--- config.mk ---
export PLATFORM = sky130hd
export DESIGN_NAME = three_way_sorted_merge
export DESIGN_NICKNAME = d
export VERILOG_FILES = /design/src/twsm_pkg.sv /design/src/three_way_sorted_merge.sv /design/src/twsm_front.sv /design/src/twsm_queue.sv /design/src/twsm_back.sv
export SDC_FILE = /design/constraint.sdc
export NUM_CORES = 1
export LEC_CHECK = 0
export ABC_AREA = 0
export BUFFER_PORTS_ARGS = -buffer_cell sky130_fd_sc_hd__buf_4
export CAP_MARGIN = 40
export CORE_AREA = 2 2 293 295
export CTS_CLUSTER_DIAMETER = 80
export CTS_CLUSTER_SIZE = 12
export DETAILED_ROUTE_END_ITERATION = 7
export DIE_AREA = 0 0 295 297
export PLACE_DENSITY_LB_ADDON = 0.05
export SYNTH_ARGS = -nofsm -noshare
export SYNTH_HDL_FRONTEND = slang
export SYNTH_SLANG_ARGS = --single-unit
export TNS_END_PERCENT = 10
--- constraint.sdc ---
create_clock -name clk -period 10.2 [get_ports clk]
set_clock_uncertainty 0.15 [all_clocks]
set_input_delay 1.53 -clock clk [delete_from_list [all_inputs] [get_ports clk]]
set_output_delay 1.53 -clock clk [all_outputs]
set_load 0.1 [all_outputs]
--- src/twsm_pkg.sv ---
`timescale 1ns / 1ps
// shared types and constants for the three-way sorted merge
// no dependencies; every other file in src uses it by scoped names

package twsm_pkg;

    localparam int unsigned KEY_W      = 64;
    localparam int unsigned VER_W      = 64;
    localparam int unsigned SUM_W      = 32;
    localparam int unsigned STATUS_W   = 2;
    localparam int unsigned CAP_W      = 32;
    localparam int unsigned TOTAL_W    = 32;

    // defaults for the top level parameters
    localparam int unsigned COUNT_BITS_DEF = 32;
    localparam int unsigned SUM_BITS_DEF   = 32;

    // depth of the queue between classifier and commit stage
    localparam int unsigned QUEUE_DEPTH = 2;

    localparam logic [CAP_W-1:0] CAP_RESET = '1;

    // head status codes; code three reads as a deleted head
    localparam logic [STATUS_W-1:0] STATUS_ABSENT  = 2'd0;
    localparam logic [STATUS_W-1:0] STATUS_LIVE    = 2'd1;
    localparam logic [STATUS_W-1:0] STATUS_DELETED = 2'd2;

    typedef enum logic [1:0] {
        PICK_BASE,
        PICK_OURS,
        PICK_THEIRS
    } pick_t;

    typedef struct packed {
        logic [KEY_W-1:0]    base_key;
        logic [STATUS_W-1:0] base_status;
        logic [SUM_W-1:0]    base_sum;
        logic [VER_W-1:0]    base_version;
        logic [KEY_W-1:0]    ours_key;
        logic [STATUS_W-1:0] ours_status;
        logic [SUM_W-1:0]    ours_sum;
        logic [VER_W-1:0]    ours_version;
        logic [KEY_W-1:0]    theirs_key;
        logic [STATUS_W-1:0] theirs_status;
        logic [SUM_W-1:0]    theirs_sum;
        logic [VER_W-1:0]    theirs_version;
    } in_item_t;

    typedef struct packed {
        logic                emit_valid;
        logic [KEY_W-1:0]    merged_key;
        logic [SUM_W-1:0]    merged_sum;
        logic                merged_deleted;
        logic [VER_W-1:0]    merged_version;
        logic                advance_base;
        logic                advance_ours;
        logic                advance_theirs;
        logic                conflict_here;
        logic [TOTAL_W-1:0]  merged_total;
        logic [TOTAL_W-1:0]  conflict_total;
        logic                overflow;
    } out_item_t;

    // classified merge step, before capacity and counters are applied
    typedef struct packed {
        logic             emit;
        logic             conflict;
        logic             adv_base;
        logic             adv_ours;
        logic             adv_theirs;
        logic [KEY_W-1:0] key;
        logic [SUM_W-1:0] sum;
        logic             deleted;
        logic [VER_W-1:0] version;
    } entry_t;

endpackage

--- src/three_way_sorted_merge.sv ---
`timescale 1ns / 1ps
// top level of the three-way merge of key-sorted streams
// depends on twsm_pkg, twsm_front, twsm_queue and twsm_back
//
//   channel    valid / stall               payload                  direction
//   heads      head_valid / head_stall     heads (in_item_t)        in
//   results    merge_valid / merge_stall   merge_result (out_item_t) out
//   capacity   capacity_we                 capacity_wdata           in, write only
//
// one merge step per cycle sustained while merge_stall is low; an item is written
// into the queue at its transfer, then the commit stage loads it into the result
// reg, where it stays valid until it transfers out
// the commit stage's counter update sets the one-step-per-cycle rate
// reset: capacity all ones, counters and overflow cleared, queue and result reg empty
// head_stall is high while the two-entry queue is full; merge_stall holds the
// result reg and backs the queue up without losing an entry

module three_way_sorted_merge #(
    parameter int unsigned COUNT_BITS = twsm_pkg::COUNT_BITS_DEF,
    parameter int unsigned SUM_BITS   = twsm_pkg::SUM_BITS_DEF
) (
    input  logic                       clk,
    input  logic                       rst_n,
    // stream heads
    input  logic                       head_valid,
    output logic                       head_stall,
    input  twsm_pkg::in_item_t         heads,
    // merged results
    output logic                       merge_valid,
    input  logic                       merge_stall,
    output twsm_pkg::out_item_t        merge_result,
    // capacity register, to be written only while idle; the block does not enforce this
    input  logic                       capacity_we,
    input  logic [twsm_pkg::CAP_W-1:0] capacity_wdata
);

    twsm_pkg::entry_t front_entry;
    twsm_pkg::entry_t q_entry;
    logic             q_full;
    logic             q_filled;
    logic             q_pop;
    logic             head_xfer;

    // classify combinationally; the queue write is the front stage register
    twsm_front #(
        .SUM_BITS (SUM_BITS)
    ) u_front (
        .heads (heads),
        .entry (front_entry)
    );

    // stall depends on queue occupancy only, never on head_valid
    assign head_stall = q_full;
    assign head_xfer  = head_valid && !head_stall;

    twsm_queue u_queue (
        .clk        (clk),
        .rst_n      (rst_n),
        .push       (head_xfer),
        .push_entry (front_entry),
        .full       (q_full),
        .filled     (q_filled),
        .pop        (q_pop),
        .head_entry (q_entry)
    );

    // commit stage owns all state that links one step to the next
    twsm_back #(
        .COUNT_BITS (COUNT_BITS)
    ) u_back (
        .clk            (clk),
        .rst_n          (rst_n),
        .capacity_we    (capacity_we),
        .capacity_wdata (capacity_wdata),
        .q_filled       (q_filled),
        .q_entry        (q_entry),
        .q_pop          (q_pop),
        .result_valid   (merge_valid),
        .result_stall   (merge_stall),
        .result         (merge_result)
    );

    // once overflow is reported, that result carries no entry
    a_overflow_no_emit: assert property (
        @(posedge clk) disable iff (!rst_n)
        (merge_valid && merge_result.overflow) |-> !merge_result.emit_valid
    ) else $error("result emits an entry while overflow is set");

    // an emitted entry always comes from at least one head that advances
    a_emit_advances: assert property (
        @(posedge clk) disable iff (!rst_n)
        (merge_valid && merge_result.emit_valid) |->
            (merge_result.advance_base || merge_result.advance_ours ||
             merge_result.advance_theirs)
    ) else $error("emitted entry with no advancing head");

    // a successful emit is checked to have been counted; an emit popped during a capacity write is not
    a_emit_counted: assert property (
        @(posedge clk) disable iff (!rst_n)
        (merge_valid && merge_result.emit_valid) |-> (merge_result.merged_total != '0)
    ) else $error("emitted entry with zero total");

    // a pop only happens with an entry waiting in the queue
    a_pop_filled: assert property (
        @(posedge clk) disable iff (!rst_n)
        q_pop |-> q_filled
    ) else $error("queue popped while empty");

endmodule

--- src/twsm_front.sv ---
`timescale 1ns / 1ps
// classifier: least key among present heads and the three-way merge rule
// depends on twsm_pkg

module twsm_front #(
    parameter int unsigned SUM_BITS = twsm_pkg::SUM_BITS_DEF
) (
    input  twsm_pkg::in_item_t heads,
    output twsm_pkg::entry_t   entry
);

    localparam int unsigned SUM_KEEP = (SUM_BITS < twsm_pkg::SUM_W) ? SUM_BITS : twsm_pkg::SUM_W;
    localparam logic [twsm_pkg::SUM_W-1:0] SUM_MASK =
        {twsm_pkg::SUM_W{1'b1}} >> (twsm_pkg::SUM_W - SUM_KEEP);

    logic pb, po, pt;
    logic db, dd_o, dt;
    logic [twsm_pkg::SUM_W-1:0] sb, so, st;
    logic o_lt_b, t_lt_b, b_lt_o, t_lt_o, b_lt_t, o_lt_t;
    logic hb, ho, ht;
    logic same_ot, same_ob, same_tb;
    logic o_newer;
    logic emit, conflict;
    twsm_pkg::pick_t pick;

    assign pb = (heads.base_status != twsm_pkg::STATUS_ABSENT);
    assign po = (heads.ours_status != twsm_pkg::STATUS_ABSENT);
    assign pt = (heads.theirs_status != twsm_pkg::STATUS_ABSENT);

    assign db   = heads.base_status[1];
    assign dd_o = heads.ours_status[1];
    assign dt   = heads.theirs_status[1];

    assign sb = heads.base_sum & SUM_MASK;
    assign so = heads.ours_sum & SUM_MASK;
    assign st = heads.theirs_sum & SUM_MASK;

    // pairwise key compares run side by side
    assign o_lt_b = heads.ours_key < heads.base_key;
    assign t_lt_b = heads.theirs_key < heads.base_key;
    assign b_lt_o = heads.base_key < heads.ours_key;
    assign t_lt_o = heads.theirs_key < heads.ours_key;
    assign b_lt_t = heads.base_key < heads.theirs_key;
    assign o_lt_t = heads.ours_key < heads.theirs_key;

    // a head holds the least key when no other present head is below it
    assign hb = pb && !(po && o_lt_b) && !(pt && t_lt_b);
    assign ho = po && !(pb && b_lt_o) && !(pt && t_lt_o);
    assign ht = pt && !(pb && b_lt_t) && !(po && o_lt_t);

    assign same_ot = (so == st) && (dd_o == dt);
    assign same_ob = (so == sb) && (dd_o == db);
    assign same_tb = (st == sb) && (dt == db);
    assign o_newer = heads.ours_version > heads.theirs_version;

    always_comb
    begin
        emit     = 1'b0;
        conflict = 1'b0;
        pick     = twsm_pkg::PICK_BASE;
        case ({hb, ho, ht})
            3'b011:
            begin
                emit = 1'b1;
                if (same_ot)
                begin
                    pick = twsm_pkg::PICK_OURS;
                end
                else
                begin
                    conflict = 1'b1;
                    pick = o_newer ? twsm_pkg::PICK_OURS : twsm_pkg::PICK_THEIRS;
                end
            end
            3'b010:
            begin
                emit = 1'b1;
                pick = twsm_pkg::PICK_OURS;
            end
            3'b001:
            begin
                emit = 1'b1;
                pick = twsm_pkg::PICK_THEIRS;
            end
            3'b111:
            begin
                emit = 1'b1;
                if (same_ob && same_tb)
                begin
                    pick = twsm_pkg::PICK_BASE;
                end
                else if (!same_ob && same_tb)
                begin
                    pick = twsm_pkg::PICK_OURS;
                end
                else if (same_ob && !same_tb)
                begin
                    pick = twsm_pkg::PICK_THEIRS;
                end
                else if (same_ot)
                begin
                    pick = twsm_pkg::PICK_OURS;
                end
                else
                begin
                    conflict = 1'b1;
                    pick = o_newer ? twsm_pkg::PICK_OURS : twsm_pkg::PICK_THEIRS;
                end
            end
            3'b110:
            begin
                // ours changed against a removal on theirs
                if (!same_ob)
                begin
                    emit     = 1'b1;
                    conflict = 1'b1;
                    pick     = twsm_pkg::PICK_OURS;
                end
            end
            3'b101:
            begin
                if (!same_tb)
                begin
                    emit     = 1'b1;
                    conflict = 1'b1;
                    pick     = twsm_pkg::PICK_THEIRS;
                end
            end
            default:
            begin
                emit     = 1'b0;
                conflict = 1'b0;
            end
        endcase
    end

    always_comb
    begin
        entry.emit       = emit;
        entry.conflict   = conflict;
        entry.adv_base   = hb;
        entry.adv_ours   = ho;
        entry.adv_theirs = ht;
        case (pick)
            twsm_pkg::PICK_OURS:
            begin
                entry.key     = heads.ours_key;
                entry.sum     = so;
                entry.deleted = dd_o;
                entry.version = heads.ours_version;
            end
            twsm_pkg::PICK_THEIRS:
            begin
                entry.key     = heads.theirs_key;
                entry.sum     = st;
                entry.deleted = dt;
                entry.version = heads.theirs_version;
            end
            default:
            begin
                entry.key     = heads.base_key;
                entry.sum     = sb;
                entry.deleted = db;
                entry.version = heads.base_version;
            end
        endcase
    end

endmodule

--- src/twsm_queue.sv ---
`timescale 1ns / 1ps
// short queue of classified entries between classifier and commit stage
// depends on twsm_pkg

module twsm_queue (
    input  logic             clk,
    input  logic             rst_n,
    input  logic             push,
    input  twsm_pkg::entry_t push_entry,
    output logic             full,
    output logic             filled,
    input  logic             pop,
    output twsm_pkg::entry_t head_entry
);

    localparam int unsigned DEPTH = twsm_pkg::QUEUE_DEPTH;
    localparam int unsigned PTR_W = (DEPTH > 1) ? $clog2(DEPTH) : 1;
    localparam int unsigned CNT_W = $clog2(DEPTH + 1);
    localparam logic [PTR_W-1:0] LAST = PTR_W'(DEPTH - 1);
    localparam logic [CNT_W-1:0] FULL_CNT = CNT_W'(DEPTH);

    twsm_pkg::entry_t store [DEPTH];

    logic [PTR_W-1:0] wr_ptr_reg, wr_ptr_next;
    logic [PTR_W-1:0] rd_ptr_reg, rd_ptr_next;
    logic [CNT_W-1:0] count_reg, count_next;

    assign full       = (count_reg == FULL_CNT);
    assign filled     = (count_reg != '0);
    assign head_entry = store[rd_ptr_reg];

    always_comb
    begin
        wr_ptr_next = wr_ptr_reg;
        rd_ptr_next = rd_ptr_reg;
        count_next  = count_reg;
        if (push)
        begin
            wr_ptr_next = (wr_ptr_reg == LAST) ? '0 : wr_ptr_reg + 1'b1;
        end
        if (pop)
        begin
            rd_ptr_next = (rd_ptr_reg == LAST) ? '0 : rd_ptr_reg + 1'b1;
        end
        if (push && !pop)
        begin
            count_next = count_reg + 1'b1;
        end
        else if (pop && !push)
        begin
            count_next = count_reg - 1'b1;
        end
    end

    always_ff @(posedge clk or negedge rst_n)
    begin
        if (!rst_n)
        begin
            wr_ptr_reg <= '0;
            rd_ptr_reg <= '0;
            count_reg  <= '0;
        end
        else
        begin
            wr_ptr_reg <= wr_ptr_next;
            rd_ptr_reg <= rd_ptr_next;
            count_reg  <= count_next;
        end
    end

    always_ff @(posedge clk)
    begin
        if (push)
        begin
            store[wr_ptr_reg] <= push_entry;
        end
    end

endmodule

--- src/twsm_back.sv ---
`timescale 1ns / 1ps
// commit stage: capacity check, counters, sticky overflow and result register
// depends on twsm_pkg

module twsm_back #(
    parameter int unsigned COUNT_BITS = twsm_pkg::COUNT_BITS_DEF
) (
    input  logic                          clk,
    input  logic                          rst_n,
    input  logic                          capacity_we,
    input  logic [twsm_pkg::CAP_W-1:0]    capacity_wdata,
    input  logic                          q_filled,
    input  twsm_pkg::entry_t              q_entry,
    output logic                          q_pop,
    output logic                          result_valid,
    input  logic                          result_stall,
    output twsm_pkg::out_item_t           result
);

    localparam int unsigned CMP_W =
        (COUNT_BITS > twsm_pkg::CAP_W) ? COUNT_BITS : twsm_pkg::CAP_W;

    logic [twsm_pkg::CAP_W-1:0] capacity_reg, capacity_next;
    logic [COUNT_BITS-1:0]      emitted_reg, emitted_next;
    logic [COUNT_BITS-1:0]      conflict_reg, conflict_next;
    logic                       overflow_reg, overflow_next;
    logic                       valid_reg, valid_next;
    twsm_pkg::out_item_t        result_reg, result_next;

    logic [CMP_W-1:0] emitted_wide, capacity_wide;
    logic [CMP_W-1:0] emitted_new_wide, conflict_new_wide;
    logic             emit, conflict;

    assign q_pop        = q_filled && (!valid_reg || !result_stall);
    assign result_valid = valid_reg;
    assign result       = result_reg;

    always_comb
    begin
        emitted_wide = '0;
        emitted_wide[COUNT_BITS-1:0] = emitted_reg;
        capacity_wide = '0;
        capacity_wide[twsm_pkg::CAP_W-1:0] = capacity_reg;
    end

    always_comb
    begin
        capacity_next = capacity_reg;
        emitted_next  = emitted_reg;
        conflict_next = conflict_reg;
        overflow_next = overflow_reg;
        emit          = q_entry.emit && !overflow_reg;
        conflict      = q_entry.conflict && !overflow_reg;
        if (capacity_we)
        begin
            capacity_next = capacity_wdata;
            emitted_next  = '0;
            conflict_next = '0;
            overflow_next = 1'b0;
        end
        else if (q_pop)
        begin
            if (conflict && (conflict_reg != {COUNT_BITS{1'b1}}))
            begin
                conflict_next = conflict_reg + 1'b1;
            end
            if (emit)
            begin
                if (emitted_wide >= capacity_wide)
                begin
                    overflow_next = 1'b1;
                    emit = 1'b0;
                end
                else if (emitted_reg != {COUNT_BITS{1'b1}})
                begin
                    emitted_next = emitted_reg + 1'b1;
                end
            end
        end
    end

    always_comb
    begin
        emitted_new_wide = '0;
        emitted_new_wide[COUNT_BITS-1:0] = emitted_next;
        conflict_new_wide = '0;
        conflict_new_wide[COUNT_BITS-1:0] = conflict_next;

        result_next                = result_reg;
        result_next.emit_valid     = emit;
        result_next.merged_key     = emit ? q_entry.key : '0;
        result_next.merged_sum     = emit ? q_entry.sum : '0;
        result_next.merged_deleted = emit && q_entry.deleted;
        result_next.merged_version = emit ? q_entry.version : '0;
        result_next.advance_base   = q_entry.adv_base;
        result_next.advance_ours   = q_entry.adv_ours;
        result_next.advance_theirs = q_entry.adv_theirs;
        result_next.conflict_here  = conflict;
        result_next.merged_total   = emitted_new_wide[twsm_pkg::TOTAL_W-1:0];
        result_next.conflict_total = conflict_new_wide[twsm_pkg::TOTAL_W-1:0];
        result_next.overflow       = overflow_next;

        if (q_pop)
        begin
            valid_next = 1'b1;
        end
        else if (!result_stall)
        begin
            valid_next = 1'b0;
        end
        else
        begin
            valid_next = valid_reg;
        end
    end

    always_ff @(posedge clk or negedge rst_n)
    begin
        if (!rst_n)
        begin
            capacity_reg <= twsm_pkg::CAP_RESET;
            emitted_reg  <= '0;
            conflict_reg <= '0;
            overflow_reg <= 1'b0;
            valid_reg    <= 1'b0;
        end
        else
        begin
            capacity_reg <= capacity_next;
            emitted_reg  <= emitted_next;
            conflict_reg <= conflict_next;
            overflow_reg <= overflow_next;
            valid_reg    <= valid_next;
        end
    end

    always_ff @(posedge clk)
    begin
        if (q_pop)
        begin
            result_reg <= result_next;
        end
    end

endmodule
==> reports/qor_table.md, run 1 <==
| Stage | Item | Reported |
|---|---|---|
| timing | Final worst path period share | 0.643 |
| clocking | Hold-fix buffer count after cts | 0 |
| setup path | Critical path required time | 10370 ps |
| synthesis | Number of warnings issued by yosys | 0 |
| timing | Measured slew at the worst slew-check pin | 961 ps |
| timing | Setup repair after global routing missed its margin | false |
| place | I/O Buffers | 755 |
| setup path | Library cell contributing the largest single delay on the critical path | o21ai_0 |
| outcome | Run status | finished clean |
| setup path | CP cell instances | buf_4 -> inv_1 -> ha_1 -> and4_1 -> nand4_2 -> nor4_2 -> nand2_1 -> or3_1 -> a21o_1 -> a21boi_4 -> o21a_4 -> o21a_1 -> ha_4 -> buf_4 -> a22oi_1 -> o21ai_0 |
| timing | Clock period minus worst slack | 6560 ps |
| timing | Highest clock rate | 152 MHz |
| timing | Max-slew headroom at the worst pin | 0.359 |
| timing | Minimum setup slack in the final design | 3640 ps |
| setup path | Crit-path leading delay family | compound AO/OA/AOI/OAI gates |
| synthesis | Synthesized area per cell | 11.7 µm² |
| synthesis | Asr flop ratio synth | 0.153 |
| routing | Routed Wire Length | 127 mm |
| synthesis | Post-synthesis instance total | 3042 |
| die | Core outline area | 0.0845 mm² |
| final layout | Total Nets Final | 4581 |
| die | DIE AREA | 0.0876 mm² |
| final layout | Flip-flop count of the largest register, all copies and words added | 332 |
| timing | Number of pins with negative max-slew slack in the final report | 0 |
| timing | Total negative setup slack | 0 ps |
| die | DIE WIDTH | 295 µm |
| setup path | Worst setup path class | input pin to register |
| final layout | Commonest non-fill, non-tap cell in the layout | buf_4 |
| routing | Post-DR vias/cell | 5.52 |
| synthesis | Unique cell type count in the Yosys netlist | 71 |
| synthesis | Dominant synthesized flop cell | edfxtp_1 |
| setup path | Crit path capture type | register |
| clocking | Setup bufs post-CTS | 0 |
| clocking | Num Clock Sinks | 665 |
| setup path | Peak fanout along the critical path | 59 |
| power | Pleak | 0.0195 µW |
| die | Boundary Pins | 756 |
| power | Max rail drop VDD | 0.000234 V |
| global routing | Overall overflow remaining after global route | 0 |
| die | Placement row count | 107 |
| routing | Vias | 27400 |
| clocking | Post-cts repair resize count | 0 |
| synthesis | Number of flops mapped to enable cells by yosys | 563 |
| routing | Average wire per standard cell | 25.6 µm |
| timing | Setup-failing EPs final | 0 |
| clocking | Clock network latency to the later pin of the worst-skew pair | 650 ps |
| global routing | Maximum number of pins on one net before global-route repair | 163 |
| run | Count of max-cap constraint violations | 0 |
| clocking | TritonCTS clock tree | built |
| die | Initial cell density of the core | 0.420 |
| final layout | Highest-count cells in the layout ignoring fill and taps | 773 x buf_4, 563 x edfxtp_1, 291 x ha_1 |
| place | Placer Congestion | 0.975 |
| final layout | Post-route design area | 0.0447 mm² |
| global routing | Number of antenna violations at the first check in global routing | 44 |
| synthesis | Synth Register Bits | 665 |
| routing | Final ANT Viol Nets | 0 |
| synthesis | Seq/Total Area, Yosys | 0.550 |
| power | Power, Total | 13100 µW |
| synthesis | Total standard cell area after synthesis | 0.0355 mm² |
| setup path | Worst path arrival time | 6730 ps |
| routing | Drt pass-1 iters | 7 |
| setup path | CP max stage delay | 740 ps |
| die | Die Y | 297 µm |
| clocking | Maximum clock insertion buffer count | 3 |
| clocking | Clock-pin slew on the worst setup and hold paths | 60 ps |
| final layout | Area growth from synthesis to layout | 26.0% |
| place | Post-detailed-placement half-perimeter wirelength | 97.5 mm |
| setup path | Sum of buffers and inverters on the critical path | 3 |
| setup path | Cell seen most often among critical-path stages | buf_4 |
| global routing | Number of global-route vias before repair | 28000 |
| clocking | H-tree Lvls | 3 |
| global routing | Gr usage total | 0.284 |
| timing | Hold violation count in the final report | 0 |
| synthesis | Post-synth net total | 3858 |
| setup path | Critical path startpoint category | input pin |
| power | Power density cells | 293 mW/mm² |
| clocking | Clock Tree Root | clkbuf_16 |
| routing | DRC violation count after routing | 0 |
| place | Placed Instance Area | 0.0425 mm² |
| clocking | Cts bufs inserted | 69 |
| worst hold path | Hold Crit Class | register to register |
| routing | Number of DRC markers after the initial detailed-route iteration | 1894 |
| place | Worst-case setup slack after placement | 3120 ps |
| global routing | Wire length of the first global-routing pass | 184 mm |
| final layout | Proportion of layout cells with a drive suffix above 1 | 0.252 |
[worst reg2reg max path: cells and delay by family (launching register included)]
kind,cells,cell delay [ps]
AO/OA/AOI/OAI,1,220
buffers and inverters,1,550
flip-flops,1,800
multiplexers,1,200
AND/OR/NAND/NOR,6,1840
[synth_stat cells (all sizes together), types with 27 or more instances]
cell type	count	share of area
o21ai	170	0.024
dfstp	32	0.024
mux2	27	0.0086
nor2b	30	0.0053
nand4	75	0.014
xor2	48	0.012
nor2	246	0.026
a22oi	100	0.021
edfxtp	563	0.48
dfrtp	70	0.049
clkbuf	114	0.012
nand3	61	0.0086
a21o	60	0.013
nand2	215	0.023
mux2i	164	0.046
a21oi	174	0.025
xnor2	84	0.021
inv	238	0.025
a221oi	71	0.018
ha	293	0.10
[final timing paths]
| kind | start | endpoint | slack (ps) | depth (start not counted) |
|---|---|---|---|---|
| max | heads[485] | u_queue.store[1][41] | 3640 | 16 |
| max reg2reg | u_queue.rd_ptr_reg | u_back.result[24] | 6290 | 9 |
| min in group asynchronous | rst_n | u_back.conflict_reg[25] | 680 | 1 |
| min | u_back.capacity_reg[25] | u_back.capacity_reg[25] | 350 | 2 |
| min reg2reg | u_back.capacity_reg[25] | u_back.capacity_reg[25] | 350 | 2 |
| max in group asynchronous | rst_n | u_back.capacity_reg[26] | 8140 | 3 |
[routing by layer]
layer / share of wire / up-vias / GRT usage
met5: 0.0018 / - / 0
met4: 0.040 / 34 / 0.120
met3: 0.071 / 242 / 0.0696
met2: 0.49 / 894 / 0.485
met1: 0.39 / 13500 / 0.340
li1: - / 12700 / -
[cells by family after synthesis]
logic type	Yosys count	share of synthesized area
AOI/OAI and AO/OA	629	0.115
xor gates and xnor gates	132	0.0326
adders and majority gates	293	0.103
buffers and inverters	373	0.0410
DFF	665	0.550
muxes	191	0.0549
and+or+nand+nor	759	0.103
[report_power, final]
part           switching, µW  internal [µW]  leakage, µW
Sequential               301           4130      0.00674
Clock                   1110           1300     0.000989
Combinational           4920           1350       0.0117
Total                   6330           6770       0.0195
[cell type report]
type | count | area, µm²
fillers | 7484 | 39800
flip-flops and latches | 665 | 19500
multi-input cells | 2004 | 14500
repair buffers | 787 | 6150
clock buffers | 89 | 1800
well taps | 1144 | 1430
inverters | 238 | 901
clock inverters | 17 | 287
diodes | 25 | 62.6
[through the flow]
stage,util,hold slack [ps],cells
floorplan,-,311,3042
global placement,0.500,348,4828
detailed placement,0.503,350,4838
CTS,0.528,362,4944
global route,0.529,372,4964
finish,0.529,355,4969
Power figures use the tool's default switching activity.
==> run 2: changes to the inputs <==
==> constraint.sdc (replaced) <==
create_clock -name clk -period 6.46 [get_ports clk]
set_clock_uncertainty 0.15 [all_clocks]
set_input_delay 0.969 -clock clk [delete_from_list [all_inputs] [get_ports clk]]
set_output_delay 0.969 -clock clk [all_outputs]
set_load 0.1 [all_outputs]
==> run 2 against run 1 <==
Effect of this change:
- sequential cell count unchanged
- via count about the same
- highest routed layer unchanged
- non-clock buffer count up 26
- register-to-register slack worse by 3600 ps
- sequential power up 58%
==> reports/qor_table.md, run 2 (synthesis results as in run 1) <==
| Stage | Item | Reported |
|---|---|---|
| routing | Number of DRC markers after the initial detailed-route iteration | 1968 |
| outcome | Run status | finished clean |
| die | Boundary Pins | 756 |
| setup path | Worst Reg-to-Reg Cells | 12 |
| setup path | Reg-to-reg startpoint | u_back.emitted_reg[0] |
| setup path | Crit path capture type | register |
| die | Die Y | 297 µm |
| clocking | TritonCTS clock tree | built |
| timing | Clock period minus worst slack | 5320 ps |
| timing | Max-slew headroom at the worst pin | 0.338 |
| die | DIE WIDTH | 295 µm |
| run | Count of max-cap constraint violations | 0 |
| place | I/O Buffers | 755 |
| clocking | Clock network latency to the later pin of the worst-skew pair | 620 ps |
| routing | Vias | 27400 |
| clocking | H-tree Lvls | 3 |
| timing | Hold violation count in the final report | 0 |
| timing | Final worst path period share | 0.824 |
| setup path | Critical path startpoint category | input pin |
| timing | Highest clock rate | 188 MHz |
| global routing | Gr usage total | 0.293 |
| final layout | # fillers | 7461 |
| global routing | Wire length of the first global-routing pass | 189 mm |
| routing | DRC violation count after routing | 0 |
| global routing | Maximum number of pins on one net before global-route repair | 163 |
| clocking | Hold-fix buffer count after cts | 0 |
| final layout | Flip-flop count of the largest register, all copies and words added | 332 |
| setup path | Library cell contributing the largest single delay on the critical path | o21ai_0 |
| setup path | Worst path arrival time | 5480 ps |
| worst hold path | Hold Crit Class | input pin to async pin |
| setup path | Crit-path leading delay family | simple AND/OR/NAND/NOR gates |
| power | Max rail drop VDD | 0.000393 V |
| place | Post-detailed-placement half-perimeter wirelength | 101 mm |
| final layout | Commonest non-fill, non-tap cell in the layout | buf_4 |
| setup path | Peak fanout along the critical path | 28 |
| global routing | Overall overflow remaining after global route | 0 |
| setup path | CP max stage delay | 620 ps |
| die | DIE AREA | 0.0876 mm² |
| final layout | Total Nets Final | 4607 |
| timing | Total negative setup slack | 0 ps |
| place | Placed Cells | 4864 |
| die | Core outline area | 0.0845 mm² |
| setup path | CP cell instances | buf_4 -> inv_1 -> ha_1 -> and4_1 -> nand4_2 -> nor4_2 -> nand2_1 -> or3_1 -> a21o_1 -> a21boi_4 -> o21a_4 -> o21a_1 -> ha_4 -> buf_4 -> a22oi_1 -> o21ai_0 |
| final layout | Proportion of layout cells with a drive suffix above 1 | 0.256 |
| timing | Measured slew at the worst slew-check pin | 994 ps |
| place | Placer Congestion | 0.976 |
| timing | Setup-failing EPs final | 0 |
| clocking | Cts bufs inserted | 69 |
| setup path | Endpoint of the lowest-slack register-to-register path | u_back.result[40] |
| die | Placement row count | 107 |
| setup path | Setup slack of the worst register-to-register path | 2660 ps |
| clocking | Clock-pin slew on the worst setup and hold paths | 70 ps |
| final layout | Highest-count cells in the layout ignoring fill and taps | 797 x buf_4, 563 x edfxtp_1, 291 x ha_1 |
| routing | Drt pass-1 iters | 6 |
| power | Pleak | 0.0196 µW |
| setup path | Worst setup path class | input pin to register |
| global routing | Number of global-route vias before repair | 28300 |
| routing | Average wire per standard cell | 26.1 µm |
| clocking | Maximum clock insertion buffer count | 3 |
| clocking | Setup bufs post-CTS | 0 |
| clocking | Post-cts repair resize count | 0 |
| routing | Post-DR vias/cell | 5.49 |
| routing | Final ANT Viol Nets | 0 |
| final layout | Area growth from synthesis to layout | 26.3% |
| die | Initial cell density of the core | 0.420 |
| routing | Routed Wire Length | 130 mm |
| setup path | Sum of buffers and inverters on the critical path | 3 |
| timing | Number of pins with negative max-slew slack in the final report | 0 |
| timing | Setup repair after global routing missed its margin | false |
| clocking | Num Clock Sinks | 665 |
| clocking | Clock Tree Root | clkbuf_16 |
| setup path | Cell seen most often among critical-path stages | buf_4 |
| final layout | Number of standard cells in the layout, taps in and fillers out | 4989 |
| power | Power density cells | 464 mW/mm² |
| setup path | Critical path required time | 6610 ps |
| global routing | Number of antenna violations at the first check in global routing | 31 |
==> run 2: cell types whose count changed in the layout (fill, tap and decap cells not counted), sizes merged <==
cell    delta
clkbuf     +5
clkinv     -5
buf       +26
inv        +5
diode     -11
==> run 2: metal layers <==
layer,global-route usage,part of all wire,vias to the layer above
li1,-,-,12800
met1,0.351,0.39,13500
met2,0.497,0.49,907
met3,0.0785,0.077,228
met4,0.116,0.038,34
met5,0,0.0017,-
==> run 2: report_power, final <==
group          internal [µW]  switching [µW]
sequential              6520             493
combinational           2190            7820
clock                   2060            1720
==> run 2: worst max path at each step <==
stage / end / slack (ps) / depth (start not counted) / from
floorplan: u_back.result[11] / -1420 / 10 / merge_stall
global placement: u_queue.store[1][64] / 420 / 16 / heads[485]
detailed placement: u_queue.store[0][64] / 350 / 16 / heads[485]
CTS: u_queue.store[0][64] / 990 / 16 / heads[485]
global route: u_queue.store[0][64] / 860 / 16 / heads[485]
finish: u_queue.store[0][64] / 1140 / 16 / heads[485]
==> run 2: worst reg2reg max path, stage by stage, from the launching register on <==
cell and delay [ps]:
dfrtp_1 410, inv_1 90, ha_1 280, nand2b_1 140, a21o_1 180, a21o_1 180, a21oi_1 190, o211ai_1 140
a211o_1 340, a21bo_1 450, buf_4 340, or4_1 480, a21oi_1 250
==> run 2: layout make-up <==
class | count | area [µm²] | area share
clock inverters | 17 | 193 | 0.00430
inverters | 238 | 901 | 0.0201
diodes | 14 | 35.0 | 0.000782
well taps | 1144 | 1430 | 0.0320
repair buffers | 813 | 6340 | 0.142
clock buffers | 94 | 1840 | 0.0411
flip-flops and latches | 665 | 19500 | 0.435
multi-input cells | 2004 | 14500 | 0.325
==> run 2: per-stage QoR <==
stage / hold WS [ps] / cell area (µm²) / total power, µW / util / setup WS (ps)
6_report: 184 / 44800 / 20800 / 0.530 / 1140
2_1_floorplan: 328 / 35500 / 14200 / - / -1420
4_1_cts: 168 / 44800 / 21000 / 0.530 / 990
3_5_place_dp: 351 / 42700 / 17200 / 0.506 / 347
5_1_grt: 208 / 44800 / 21600 / 0.530 / 865
3_3_place_gp: 348 / 42600 / 17000 / 0.504 / 415
